`src/hdl/assert_macros.svh`:
```
// ----------------------------------------------------------------------------
// assert_macros.svh
// shared concurrent assertion macros, clocked on clk, reset on arst_n
// ----------------------------------------------------------------------------
`ifndef ASSERT_MACROS_SVH
`define ASSERT_MACROS_SVH

// same-cycle implication
`define ASSERT_IMPL(label, ante, cons, msg) \
	label: assert property (@(posedge clk) disable iff (!arst_n) (ante) |-> (cons)) \
		else $error(msg);

// next-cycle implication
`define ASSERT_NEXT(label, ante, cons, msg) \
	label: assert property (@(posedge clk) disable iff (!arst_n) (ante) |=> (cons)) \
		else $error(msg);

`endif

```
`src/hdl/nec_pkg.sv`:
```
// ----------------------------------------------------------------------------
// nec_pkg
// types, codes and timing constants of the nec ir frame decoder
// ----------------------------------------------------------------------------
package nec_pkg;

	localparam int CFG_IDX_W = 4;

	localparam logic [CFG_IDX_W-1:0] CFG_BURST_MIN = 4'd0;
	localparam logic [CFG_IDX_W-1:0] CFG_BURST_MAX = 4'd1;
	localparam logic [CFG_IDX_W-1:0] CFG_GAP_MIN   = 4'd2;
	localparam logic [CFG_IDX_W-1:0] CFG_GAP_MAX   = 4'd3;
	localparam logic [CFG_IDX_W-1:0] CFG_HOLD_MIN  = 4'd4;
	localparam logic [CFG_IDX_W-1:0] CFG_HOLD_MAX  = 4'd5;
	localparam logic [CFG_IDX_W-1:0] CFG_ONE_MIN   = 4'd6;
	localparam logic [CFG_IDX_W-1:0] CFG_ONE_MAX   = 4'd7;

	localparam logic [2:0] PH_BURST    = 3'd0;
	localparam logic [2:0] PH_GAP      = 3'd1;
	localparam logic [2:0] PH_ADDR     = 3'd2;
	localparam logic [2:0] PH_ADDR_INV = 3'd3;
	localparam logic [2:0] PH_CMD      = 3'd4;
	localparam logic [2:0] PH_CMD_INV  = 3'd5;

	localparam logic [7:0] PULSE_MIN      = 8'd3;
	localparam logic [7:0] PULSE_MAX      = 8'd6;
	localparam logic [7:0] ZERO_MIN       = 8'd3;
	localparam logic [7:0] ZERO_MAX       = 8'd6;
	localparam logic [2:0] HOLD_OVERFLOWS = 3'd4;
	localparam logic [7:0] TICK_LAST      = 8'hff;

	typedef struct packed {
		logic [7:0] burst_min;
		logic [7:0] burst_max;
		logic [7:0] gap_min;
		logic [7:0] gap_max;
		logic [7:0] hold_min;
		logic [7:0] hold_max;
		logic [7:0] one_min;
		logic [7:0] one_max;
	} cfg_t;

	typedef struct packed {
		logic [2:0] phase;
		logic [7:0] tick_count;
		logic       overflow_seen;
		logic [3:0] bit_index;
		logic [7:0] shift_byte;
		logic [7:0] pending_address;
		logic [7:0] pending_command;
		logic [7:0] held_address;
		logic [7:0] held_command;
		logic       hold_flag;
		logic       valid_flag;
		logic [2:0] hold_timeout;
	} dec_state_t;

	function automatic logic in_window(logic [7:0] v, logic [7:0] lo, logic [7:0] hi);
		return (v >= lo) && (v <= hi);
	endfunction

endpackage

```
`src/hdl/nec_cfg_regs.sv`:
```
// ----------------------------------------------------------------------------
// nec_cfg_regs
// timing window registers, written one beat at a time by index
// ----------------------------------------------------------------------------
module nec_cfg_regs import nec_pkg::*; (
	input  logic                 clk,
	input  logic                 arst_n,
	input  logic                 cfg_valid,
	output logic                 cfg_ready,
	input  logic [CFG_IDX_W-1:0] cfg_index,
	input  logic [7:0]           cfg_data,
	output cfg_t                 cfg
);

	cfg_t cfg_q;

	assign cfg_ready = 1'b1;
	assign cfg       = cfg_q;

	always_ff @(posedge clk or negedge arst_n) begin
		if (!arst_n) begin
			cfg_q.burst_min <= 8'd62;
			cfg_q.burst_max <= 8'd78;
			cfg_q.gap_min   <= 8'd31;
			cfg_q.gap_max   <= 8'd39;
			cfg_q.hold_min  <= 8'd15;
			cfg_q.hold_max  <= 8'd20;
			cfg_q.one_min   <= 8'd11;
			cfg_q.one_max   <= 8'd15;
		end else if (cfg_valid && cfg_ready) begin
			case (cfg_index)
				CFG_BURST_MIN: cfg_q.burst_min <= cfg_data;
				CFG_BURST_MAX: cfg_q.burst_max <= cfg_data;
				CFG_GAP_MIN:   cfg_q.gap_min   <= cfg_data;
				CFG_GAP_MAX:   cfg_q.gap_max   <= cfg_data;
				CFG_HOLD_MIN:  cfg_q.hold_min  <= cfg_data;
				CFG_HOLD_MAX:  cfg_q.hold_max  <= cfg_data;
				CFG_ONE_MIN:   cfg_q.one_min   <= cfg_data;
				CFG_ONE_MAX:   cfg_q.one_max   <= cfg_data;
				default: ;
			endcase
		end
	end

endmodule

```
`src/hdl/nec_step.sv`:
```
// ----------------------------------------------------------------------------
// nec_step
// next-state logic of the decoder for one tick or one line edge
// ----------------------------------------------------------------------------
module nec_step import nec_pkg::*; (
	input  cfg_t       cfg,
	input  dec_state_t cur,
	input  logic       func,
	input  logic       line_level,
	output dec_state_t nxt,
	output logic       done
);

	logic [7:0] cnt;
	logic       bit_one;
	logic       bit_ok;
	logic [7:0] new_shift;
	logic [3:0] new_index;
	logic [7:0] inv;
	logic [2:0] tmo_dec;

	assign cnt     = cur.tick_count;
	assign tmo_dec = cur.hold_timeout - 3'd1;

	always_comb begin
		nxt       = cur;
		done      = 1'b0;
		bit_one   = in_window(cnt, cfg.one_min, cfg.one_max);
		bit_ok    = in_window(cnt, ZERO_MIN, ZERO_MAX) || bit_one;
		if (in_window(cnt, ZERO_MIN, ZERO_MAX)) begin
			bit_one = 1'b0;
		end
		new_shift = cur.shift_byte;
		new_shift[cur.bit_index[2:0]] = bit_one;
		new_index = cur.bit_index + 4'd1;
		inv       = ~new_shift;

		if (!func) begin
			if (cnt == TICK_LAST) begin
				nxt.tick_count    = 8'd0;
				nxt.overflow_seen = 1'b1;
				if (cur.hold_timeout != 3'd0) begin
					nxt.hold_timeout = tmo_dec;
					if (tmo_dec == 3'd0) begin
						nxt.hold_flag  = 1'b0;
						nxt.valid_flag = 1'b0;
					end
				end
			end else begin
				nxt.tick_count = cnt + 8'd1;
			end
		end else if (cur.overflow_seen) begin
			nxt.overflow_seen = 1'b0;
			nxt.phase         = PH_BURST;
			nxt.tick_count    = 8'd0;
		end else begin
			case (cur.phase)
				PH_GAP: begin
					nxt.phase = PH_BURST;
					if (!line_level) begin
						if (in_window(cnt, cfg.gap_min, cfg.gap_max)) begin
							nxt.phase      = PH_ADDR;
							nxt.shift_byte = 8'd0;
							nxt.bit_index  = 4'd0;
							nxt.hold_flag  = 1'b0;
							nxt.tick_count = 8'd0;
						end else if (in_window(cnt, cfg.hold_min, cfg.hold_max)
								&& cur.valid_flag) begin
							nxt.hold_flag    = 1'b1;
							nxt.hold_timeout = HOLD_OVERFLOWS;
						end
					end
				end
				PH_ADDR, PH_ADDR_INV, PH_CMD, PH_CMD_INV: begin
					if (line_level) begin
						if (in_window(cnt, PULSE_MIN, PULSE_MAX)) begin
							nxt.tick_count = 8'd0;
						end else begin
							nxt.phase = PH_BURST;
						end
					end else if (!bit_ok) begin
						nxt.phase = PH_BURST;
					end else begin
						nxt.shift_byte = new_shift;
						nxt.bit_index  = new_index;
						nxt.tick_count = 8'd0;
						if (new_index >= 4'd8) begin
							case (cur.phase)
								PH_ADDR: begin
									nxt.pending_address = new_shift;
									nxt.phase           = PH_ADDR_INV;
									nxt.bit_index       = 4'd0;
									nxt.shift_byte      = 8'd0;
								end
								PH_ADDR_INV: begin
									if (cur.pending_address != inv) begin
										nxt.phase = PH_BURST;
									end else begin
										nxt.phase      = PH_CMD;
										nxt.bit_index  = 4'd0;
										nxt.shift_byte = 8'd0;
									end
								end
								PH_CMD: begin
									nxt.pending_command = new_shift;
									nxt.phase           = PH_CMD_INV;
									nxt.bit_index       = 4'd0;
									nxt.shift_byte      = 8'd0;
								end
								default: begin
									nxt.phase = PH_BURST;
									if (cur.pending_command == inv) begin
										nxt.hold_timeout = HOLD_OVERFLOWS;
										nxt.held_address = cur.pending_address;
										nxt.held_command = cur.pending_command;
										nxt.valid_flag   = 1'b1;
										nxt.bit_index    = 4'd0;
										nxt.shift_byte   = 8'd0;
										done             = 1'b1;
									end
								end
							endcase
						end
					end
				end
				default: begin
					if (line_level) begin
						if (in_window(cnt, cfg.burst_min, cfg.burst_max)) begin
							nxt.phase      = PH_GAP;
							nxt.tick_count = 8'd0;
						end
					end else begin
						nxt.tick_count = 8'd0;
					end
				end
			endcase
		end
	end

endmodule

```
`src/hdl/nec_ir_frame_decoder_core.sv`:
```
// ----------------------------------------------------------------------------
// nec_ir_frame_decoder_core
// nec infrared frame decoder: ticks and line edges in, decoded status out
// ----------------------------------------------------------------------------
// Each input beat (a timer tick or a line edge) yields exactly one result
// beat. A beat is taken into an input register, the decoder state is updated
// from there and the result is registered in an output register together
// with the new state, and one beat is accepted every cycle while the output
// side keeps up; the update loop through the state register sets that rate.
// While a result waits in the output register the input register takes one
// more beat and then stalls. The config port is always ready and should be
// written only while no beats are in flight.
module nec_ir_frame_decoder_core import nec_pkg::*; (
	input  logic                 clk,
	input  logic                 arst_n,
	input  logic                 in_valid,
	output logic                 in_stall,
	input  logic                 func,
	input  logic                 line_level,
	output logic                 out_valid,
	input  logic                 out_stall,
	output logic                 frame_done,
	output logic [7:0]           address,
	output logic [7:0]           command,
	output logic                 key_hold,
	output logic                 signal_valid,
	input  logic                 cfg_valid,
	output logic                 cfg_ready,
	input  logic [CFG_IDX_W-1:0] cfg_index,
	input  logic [7:0]           cfg_data
);

`include "assert_macros.svh"

	cfg_t       cfg;
	dec_state_t st_q;
	dec_state_t st_nxt;
	logic       step_done;
	logic       valid_s1;
	logic       func_s1;
	logic       level_s1;
	logic       advance;
	logic       data_phase;

	nec_cfg_regs u_cfg (
		.clk       (clk),
		.arst_n    (arst_n),
		.cfg_valid (cfg_valid),
		.cfg_ready (cfg_ready),
		.cfg_index (cfg_index),
		.cfg_data  (cfg_data),
		.cfg       (cfg)
	);

	nec_step u_step (
		.cfg        (cfg),
		.cur        (st_q),
		.func       (func_s1),
		.line_level (level_s1),
		.nxt        (st_nxt),
		.done       (step_done)
	);

	assign advance  = valid_s1 && !(out_valid && out_stall);
	assign in_stall = valid_s1 && !advance;

	assign data_phase = (st_q.phase >= PH_ADDR) && (st_q.phase <= PH_CMD_INV);

	// input register
	always_ff @(posedge clk or negedge arst_n) begin
		if (!arst_n) begin
			valid_s1 <= 1'b0;
		end else if (!in_stall) begin
			valid_s1 <= in_valid;
		end
	end

	always_ff @(posedge clk) begin
		if (in_valid && !in_stall) begin
			func_s1  <= func;
			level_s1 <= line_level;
		end
	end

	// decoder state
	always_ff @(posedge clk or negedge arst_n) begin
		if (!arst_n) begin
			st_q <= '0;
		end else if (advance) begin
			st_q <= st_nxt;
		end
	end

	// result register
	always_ff @(posedge clk or negedge arst_n) begin
		if (!arst_n) begin
			out_valid <= 1'b0;
		end else if (advance) begin
			out_valid <= 1'b1;
		end else if (!out_stall) begin
			out_valid <= 1'b0;
		end
	end

	always_ff @(posedge clk) begin
		if (advance) begin
			frame_done   <= step_done;
			address      <= st_nxt.held_address;
			command      <= st_nxt.held_command;
			key_hold     <= st_nxt.hold_flag;
			signal_valid <= st_nxt.valid_flag;
		end
	end

	`ASSERT_IMPL(a_done_valid, out_valid && frame_done, signal_valid, "done without valid")
	`ASSERT_IMPL(a_hold_valid, st_q.hold_flag, st_q.valid_flag, "hold without valid")
	`ASSERT_IMPL(a_bit_index, data_phase, !st_q.bit_index[3], "bit index past byte")
	`ASSERT_NEXT(a_advance, advance, out_valid, "beat advanced but no result")

endmodule
```
`config.mk`:
```
export PLATFORM = sky130hd
export DESIGN_NAME = nec_ir_frame_decoder_core
export DESIGN_NICKNAME = d
export VERILOG_FILES = /design/src/hdl/nec_pkg.sv /design/src/hdl/nec_cfg_regs.sv /design/src/hdl/nec_step.sv /design/src/hdl/nec_ir_frame_decoder_core.sv
export VERILOG_INCLUDE_DIRS = /design/src /design/src/hdl
export SDC_FILE = /design/constraint.sdc
export NUM_CORES = 1
export LEC_CHECK = 0
export BUFFER_PORTS_ARGS = -buffer_cell sky130_fd_sc_hd__buf_2
export CORE_UTILIZATION = 60
export CTS_BUF_LIST = sky130_fd_sc_hd__clkbuf_16
export DETAILED_ROUTE_END_ITERATION = 16
export PLACE_DENSITY = 0.88
export SLEW_MARGIN = 5
export SYNTH_ARGS = -nofsm -noshare
export SYNTH_HDL_FRONTEND = slang
export SYNTH_SLANG_ARGS = --single-unit
```
`constraint.sdc`:
```
create_clock -name clk -period 6.3 [get_ports clk]
set_clock_uncertainty 0.1 [all_clocks]
set_input_delay 1.26 -clock clk [delete_from_list [all_inputs] [get_ports clk]]
set_output_delay 1.26 -clock clk [all_outputs]
set_load 0.005 [all_outputs]
```
; ---- Word level (Yosys, flattened, before mapping)
; Cells that the tools add are included.
[word_totals]
regBits = 148
inputBits = 19
word_cells = 190
[classes]
addsub = 3
n_lt_le_gt_ge = 13
n_eq_ne = 37
mux = 59
bitwise_logic = 7
reduce_logical = 42
[ops]
columns = cell, n
row1 = $mux 44, 3
row2 = $mux 16, 4
row3 = $mux 12, 4
row4 = $mux 8, 6
row5 = $pmux 12 s2, 2
row6 = $mux 11, 4
row7 = $ge 8x8->1, 4
row8 = $le 8x8->1, 4
row9 = $mux 3, 8
row10 = $reduce_and 8->1, 3
row11 = $pmux 11 s2, 1
row12 = $mux 21, 1
row13 = $mux 4, 5
row14 = $reduce_and 2->1, 9
row15 = $eq 4x3->1 const B, 4
row16 = $mux 5, 3
row17 = $reduce_and 13->1, 1
row18 = $ne 3x2->1 const B, 4
row19 = $ne 3x3->1 const B, 4
row20 = $reduce_and 6->1, 2
row21 = $logic_and 1x1->1, 11
row22 = $mux 1, 11
row23 = $mux 10, 1
row24 = $ne 5x4->1 const B, 2
row25 = 42 further kinds, 60

; ---- Logic depth before layout (Yosys ltp)
[logic_depth]
depth_word = 15
mapped_depth = 16

; ---- By module
; From an unflattened synthesis, not the netlist that was laid out.
[hier_totals]
hier_cells = 962
hier_area_um2 = 9699.3
[modules_own_cells]
columns = module, instances, cells_each, area_each_um2, seq_area_each_um2
row1 = nec_step, 1, 659, 4160.2, 0.0
row2 = nec_ir_frame_decoder_core, 1, 157, 3001.6, 2207.1
row3 = nec_cfg_regs, 1, 146, 2537.4, 1640.3

; ---- Worst setup path before layout
; Ideal clock, no wire load.
[synth_timing]
path_kind = reg2reg
from = reg st_q[56] (netlist name)
to = reg address[0] (data pin)
t_arrival_ns = 3.393
required_time_ns = 5.940
slack_ns = 2.547
path_stages_with_launch = 14
n_path_buf = 3
synth_period_minus_slack_ns = 3.753
path_cell_list = dfrtp_1 -> ha_1 -> a21o_1 -> a221oi_1 -> o21ai_0 -> clkbuf_1 -> o21ai_0 -> a311oi_1 -> or4_4 -> nor2_1 -> and4_1 -> buf_6 -> buf_4 -> mux2_2
[synth_lines]
columns = element, line
row1 = from (decl), nec_ir_frame_decoder_core.sv:36  ; dec_state_t st_q;
row2 = from (signal assigned), nec_ir_frame_decoder_core.sv:90  ; st_q <= st_nxt;
row3 = to (signal assigned), nec_ir_frame_decoder_core.sv:108  ; address <= st_nxt.held_address;
row4 = to (decl), nec_ir_frame_decoder_core.sv:23  ; output logic [7:0] address,

; ---- Worst setup path in the final report
[layout_timing]
from = reg st_q[53] (netlist name)
to = reg st_q[16] (netlist name)
[layout_between]
elab_chain_len = 14
word_cells_on_any_way = 19
classes_between = 4 x order compare / 1 x eq/ne / 10 x mux / 1 x bitwise / 3 x reduce/logical
[layout_rtl]
columns = element, line
row1 = "$ge 8x8->1, or another cell as far along", nec_pkg.sv:59  ; return (v >= lo) && (v <= hi);
row2 = $logic_and 1x1->1, nec_pkg.sv:59
row3 = $mux 1, nec_step.sv:30  ; if (in_window(cnt, ZERO_MIN, ZERO_MAX)) begin
row4 = $bwmux 8, nec_step.sv:34  ; new_shift[cur.bit_index[2:0]] = bit_one;
row5 = $not 8->8, nec_step.sv:36  ; inv = ~new_shift;
row6 = $eq 8x8->1, nec_step.sv:112  ; if (cur.pending_command == inv) begin
row7 = $mux 16, nec_step.sv:112
row8 = $mux 16, nec_step.sv:88  ; case (cur.phase)
row9 = $mux 44, nec_step.sv:87  ; if (new_index >= 4'd8) begin
row10 = $mux 44 *, nec_step.sv:81  ; end else if (!bit_ok) begin
row11 = $mux 44 *, nec_step.sv:75  ; if (line_level) begin
row12 = $mux 16 *, nec_step.sv:57  ; case (cur.phase)
row13 = $mux 21 *, nec_step.sv:52  ; end else if (cur.overflow_seen) begin
row14 = $mux 16 *, nec_step.sv:38  ; if (!func) begin
; Every way passes the cells marked *; elsewhere a longest branch is shown, timed or not. The select of a mux whose other input is x is not followed.
; A chain may end at the register's enable or synchronous reset.

==> flow_summary_export.csv <==
group,metric,value,unit
run_status,status,"finished with violations",
run_status,violations,"design-rule violations",
synthesis,yosysUniqueCellTypes,73,
worst_setup_path,startpoint,"st_q[53]$_DFFE_PN0P_",
power_and_ir_drop,clockPowerShare,26.2,%
sta,maxSlewHeadroom,33.4,%
sta,setup_ws,1450,ps
power_and_ir_drop,power.density,348,nW/µm²
grt,grt_remaining_overflow,0,
clocking,clk_latency,430,ps
worst_setup_path,r2r_start,"st_q[53]$_DFFE_PN0P_",
synthesis,yosys_warnings,0,
worst_setup_path,cp-end-kind,"flop",
layout,design_area,9880,µm²
grt,grt_usage,28.8,%
worst_setup_path,worstPathRequired,6500,ps
layout,fin_cells,1147,
layout,final_util,67.4,%
clocking,htree_levels,4,
sta,worst-slew-pin-transition,997,ps
floorplanning,io_pins,41,
placed_design,post_dp_cell_area,9350,µm²
worst_hold_path,hp-class,"flop to flop",
worst_setup_path,critPathLaunchType,"flop",
sta,drv_slew,0,
clocking,cts_setup_buffers,0,
placed_design,place_inst,1115,
sta,period_needed,4850,ps
clocking,cts_root_buf,"clkbuf_16",
worst_setup_path,cp_slowest_cell,"and4_1",
detailed_routing,vias,7312,
power_and_ir_drop,peakVddDrop,0.257,mV
power_and_ir_drop,p_sw_share,36.4,%
flow_run,drv_cap,0,
power_and_ir_drop,switchingPower,1.25,mW
clocking,cts_tree,"built",
worst_hold_path,hp-start,"u_cfg.cfg[55]$_DFFE_PN0P_",
sta,fmax,206,MHz
layout,nNetsFinal,1036,
detailed_routing,first_pass_iters,11,
worst_setup_path,crit_chain,"or4_4, nor4_4, a31oi_1, o21ai_0, a311oi_1, or4_4, nor2_1, and4_1, nand2_4, mux2_4",
worst_setup_path,critPathMaxFanout,19,
worst_setup_path,cp_slowest_stage_delay,840,ps
synthesis,yosysSeqAreaShare,42.4,%
detailed_routing,drc,4,
placed_design,dp_hpwl,13800,µm
sta,holdWs,410,ps
sta,setup_viol,0,
synthesis,syn_area_per_cell,9.80,µm²
detailed_routing,wl_per_cell,18.6,µm
clocking,cts.path.max_buffers,2,
floorplanning,start_util,62.0,%
grt,grt_pass1_wl,35200,µm
placed_design,port_buffers,39,
synthesis,ys_ff_latch,148,
synthesis,synth.net_count,1012,
detailed_routing,via_per_inst,6.37,
power_and_ir_drop,seq_power_share,38.6,%
grt,grt_max_degree,76,
clocking,holdBufCountCts,0,
sta,period_share,77.1,%
floorplanning,die_area,15600,µm²
worst_setup_path,rrSetupSlack,1450,ps
floorplanning,dieHeight,125,µm
sta,rsz0062_at_grt,"false",
detailed_routing,ant_nets,0,
floorplanning,core_area,14600,µm²
clocking,cts_resized,0,
power_and_ir_drop,internal_power,2.19,mW
layout,fill_cells,1069,
worst_setup_path,crit_arrival,5060,ps
detailed_routing,drt-initial-drc-count,581,
placed_design,dp_worst_setup_slack,1530,ps
layout,syn_to_final_growth,8.87,%
detailed_routing,drt-total-wl,21400,µm
clocking,clk_pin_slew_worst_paths,60,ps
synthesis,synthCells,926,
sta,hold_viol,0,
worst_setup_path,crit_top_cell,"or4_4",
synthesis,synthesis.area,9070,µm²
layout,layout-drive-gt1-share,20.1,%
synthesis,ys.flop_type,"dfrtp_1",
power_and_ir_drop,pwr-share-comb,35.1,%
synthesis,synth_edf_count,21,
floorplanning,die_w,125,µm
floorplanning,rows,44,
clocking,cts_made_buffers,17,
grt,grt_pass1_vias,7131,
synthesis,async_reset_ff_share,85.8,%
sta,finalSetupTns,0,ps
clocking,cts_sinks,148,
power_and_ir_drop,power,3.44,mW
worst_setup_path,crit_type,"flop to flop",
power_and_ir_drop,leakage,4.54,nW
grt,antenna_found_initial,0,
layout,diodes,0,
placed_design,place.gp.congestion,0.862,
flip-flops by register name, indices dropped and copies added, names as in the netlist:
register      cells
command           8
signal_valid      1
address           8
frame_done        1
key_hold          1
level_s1          1
valid_s1          1
u_cfg.cfg        64
func_s1           1
st_q             61
out_valid         1
cells by family after synthesis:
group / count (synthesis) / synth area share (%)
and+or+nand+nor: 282 / 16.3
buffers and inverters: 112 / 5.25
adders and majority gates: 67 / 9.24
DFF: 148 / 42.4
AOI/OAI and AO/OA: 243 / 17.3
muxes: 72 / 9.28
xor gates and xnor gates: 1 / 0.0966
other: 1 / 0.0413
path summary, 6_finish.rpt:
kind	endpoint	cells after the start
setup / recovery	st_q[16]$_DFFE_PN0P_	10
hold / removal	u_cfg.cfg[55]$_DFFE_PN0P_	1
setup reg to reg	st_q[16]$_DFFE_PN0P_	10
hold reg to reg	u_cfg.cfg[55]$_DFFE_PN0P_	1
max in group asynchronous	u_cfg.cfg[29]$_DFFE_PN0P_	2
min in group asynchronous	u_cfg.cfg[10]$_DFFE_PN0P_	1
placed cells by master (no fill, tap or decap), drive strengths merged, types with 4 or more instances in the layout:
cell type  Yosys  final
ha            67     67
a31oi         25     25
edfxtp        21     21
o21a           5      5
o211ai         6      6
o21ai         79     79
a21o          17     17
nor2b         12     12
dfrtp         96     96
nand2b        32     32
a311oi        10     10
nand3         14     14
a311o          6      6
o22ai          8      8
nor3b          7      7
dfstp         31     31
nand3b         6      6
inv           70     76
nor4           4      4
and3          14     14
mux2          70     70
nand2         88     88
a21oi         57     57
and3b          4      4
clkinv         0      7
clkbuf        29     18
a211oi         4      4
nor2          40     40
nor3          28     28
nand4         15     15
buf           13     47
cell usage after synthesis, types with 7 or more instances:
master,number,share of area [%]
dfrtp_1,96,26
nand2_1,87,3.6
o21ai_0,78,4.3
inv_1,70,2.9
ha_1,67,9.2
mux2_2,61,7.6
a21oi_1,57,3.1
nor2_1,40,1.7
nand2b_1,32,2.2
dfstp_2,31,9.0
clkbuf_1,29,1.2
nor3_1,28,1.5
a31oi_1,24,1.7
edfxtp_1,21,7.0
a21o_1,17,1.4
and3_1,14,0.97
nand3_1,14,0.77
nand4_1,14,0.97
nor2b_1,12,0.83
a311oi_1,10,0.97
mux2_4,9,1.5
o22ai_2,7,0.97
per-layer routing:
layer	track usage [%]	wire, µm	vias to the layer above
met3	6.12	1660	48
met4	13.2	510	0
li1	-	-	3410
met2	45.7	10000	310
met5	0	0	-
met1	38.0	9190	3544
power by group through the flow:
stage | clock network [mW] | registers [mW] | logic (mW)
final | 0.903 | 1.33 | 1.21
after detailed placement | 0 | 1.33 | 1.15
after global placement | 0 | 1.32 | 1.11
after CTS | 0.920 | 1.32 | 1.19
after floorplan | 0 | 1.28 | 0.895
after global routing | 0.956 | 1.35 | 1.35
area by class of cell:
class | instances | area (µm²) | area share (%)
Timing Repair Buffer | 47 | 258 | 2.61
Clock buffer | 18 | 450 | 4.56
Sequential cell | 148 | 3850 | 39.0
Tap cell | 184 | 230 | 2.33
Inverter | 70 | 263 | 2.66
Clock inverter | 14 | 76.3 | 0.773
Multi-Input combinational cell | 666 | 4750 | 48.1
critical path: cells and delay by family, from the launching register on:
kind / cells / cell delay (ps)
simple gates: 6 / 3280
flops: 1 / 600
mux: 1 / 400
compound gates: 3 / 340
Power figures use the tool's default switching activity.
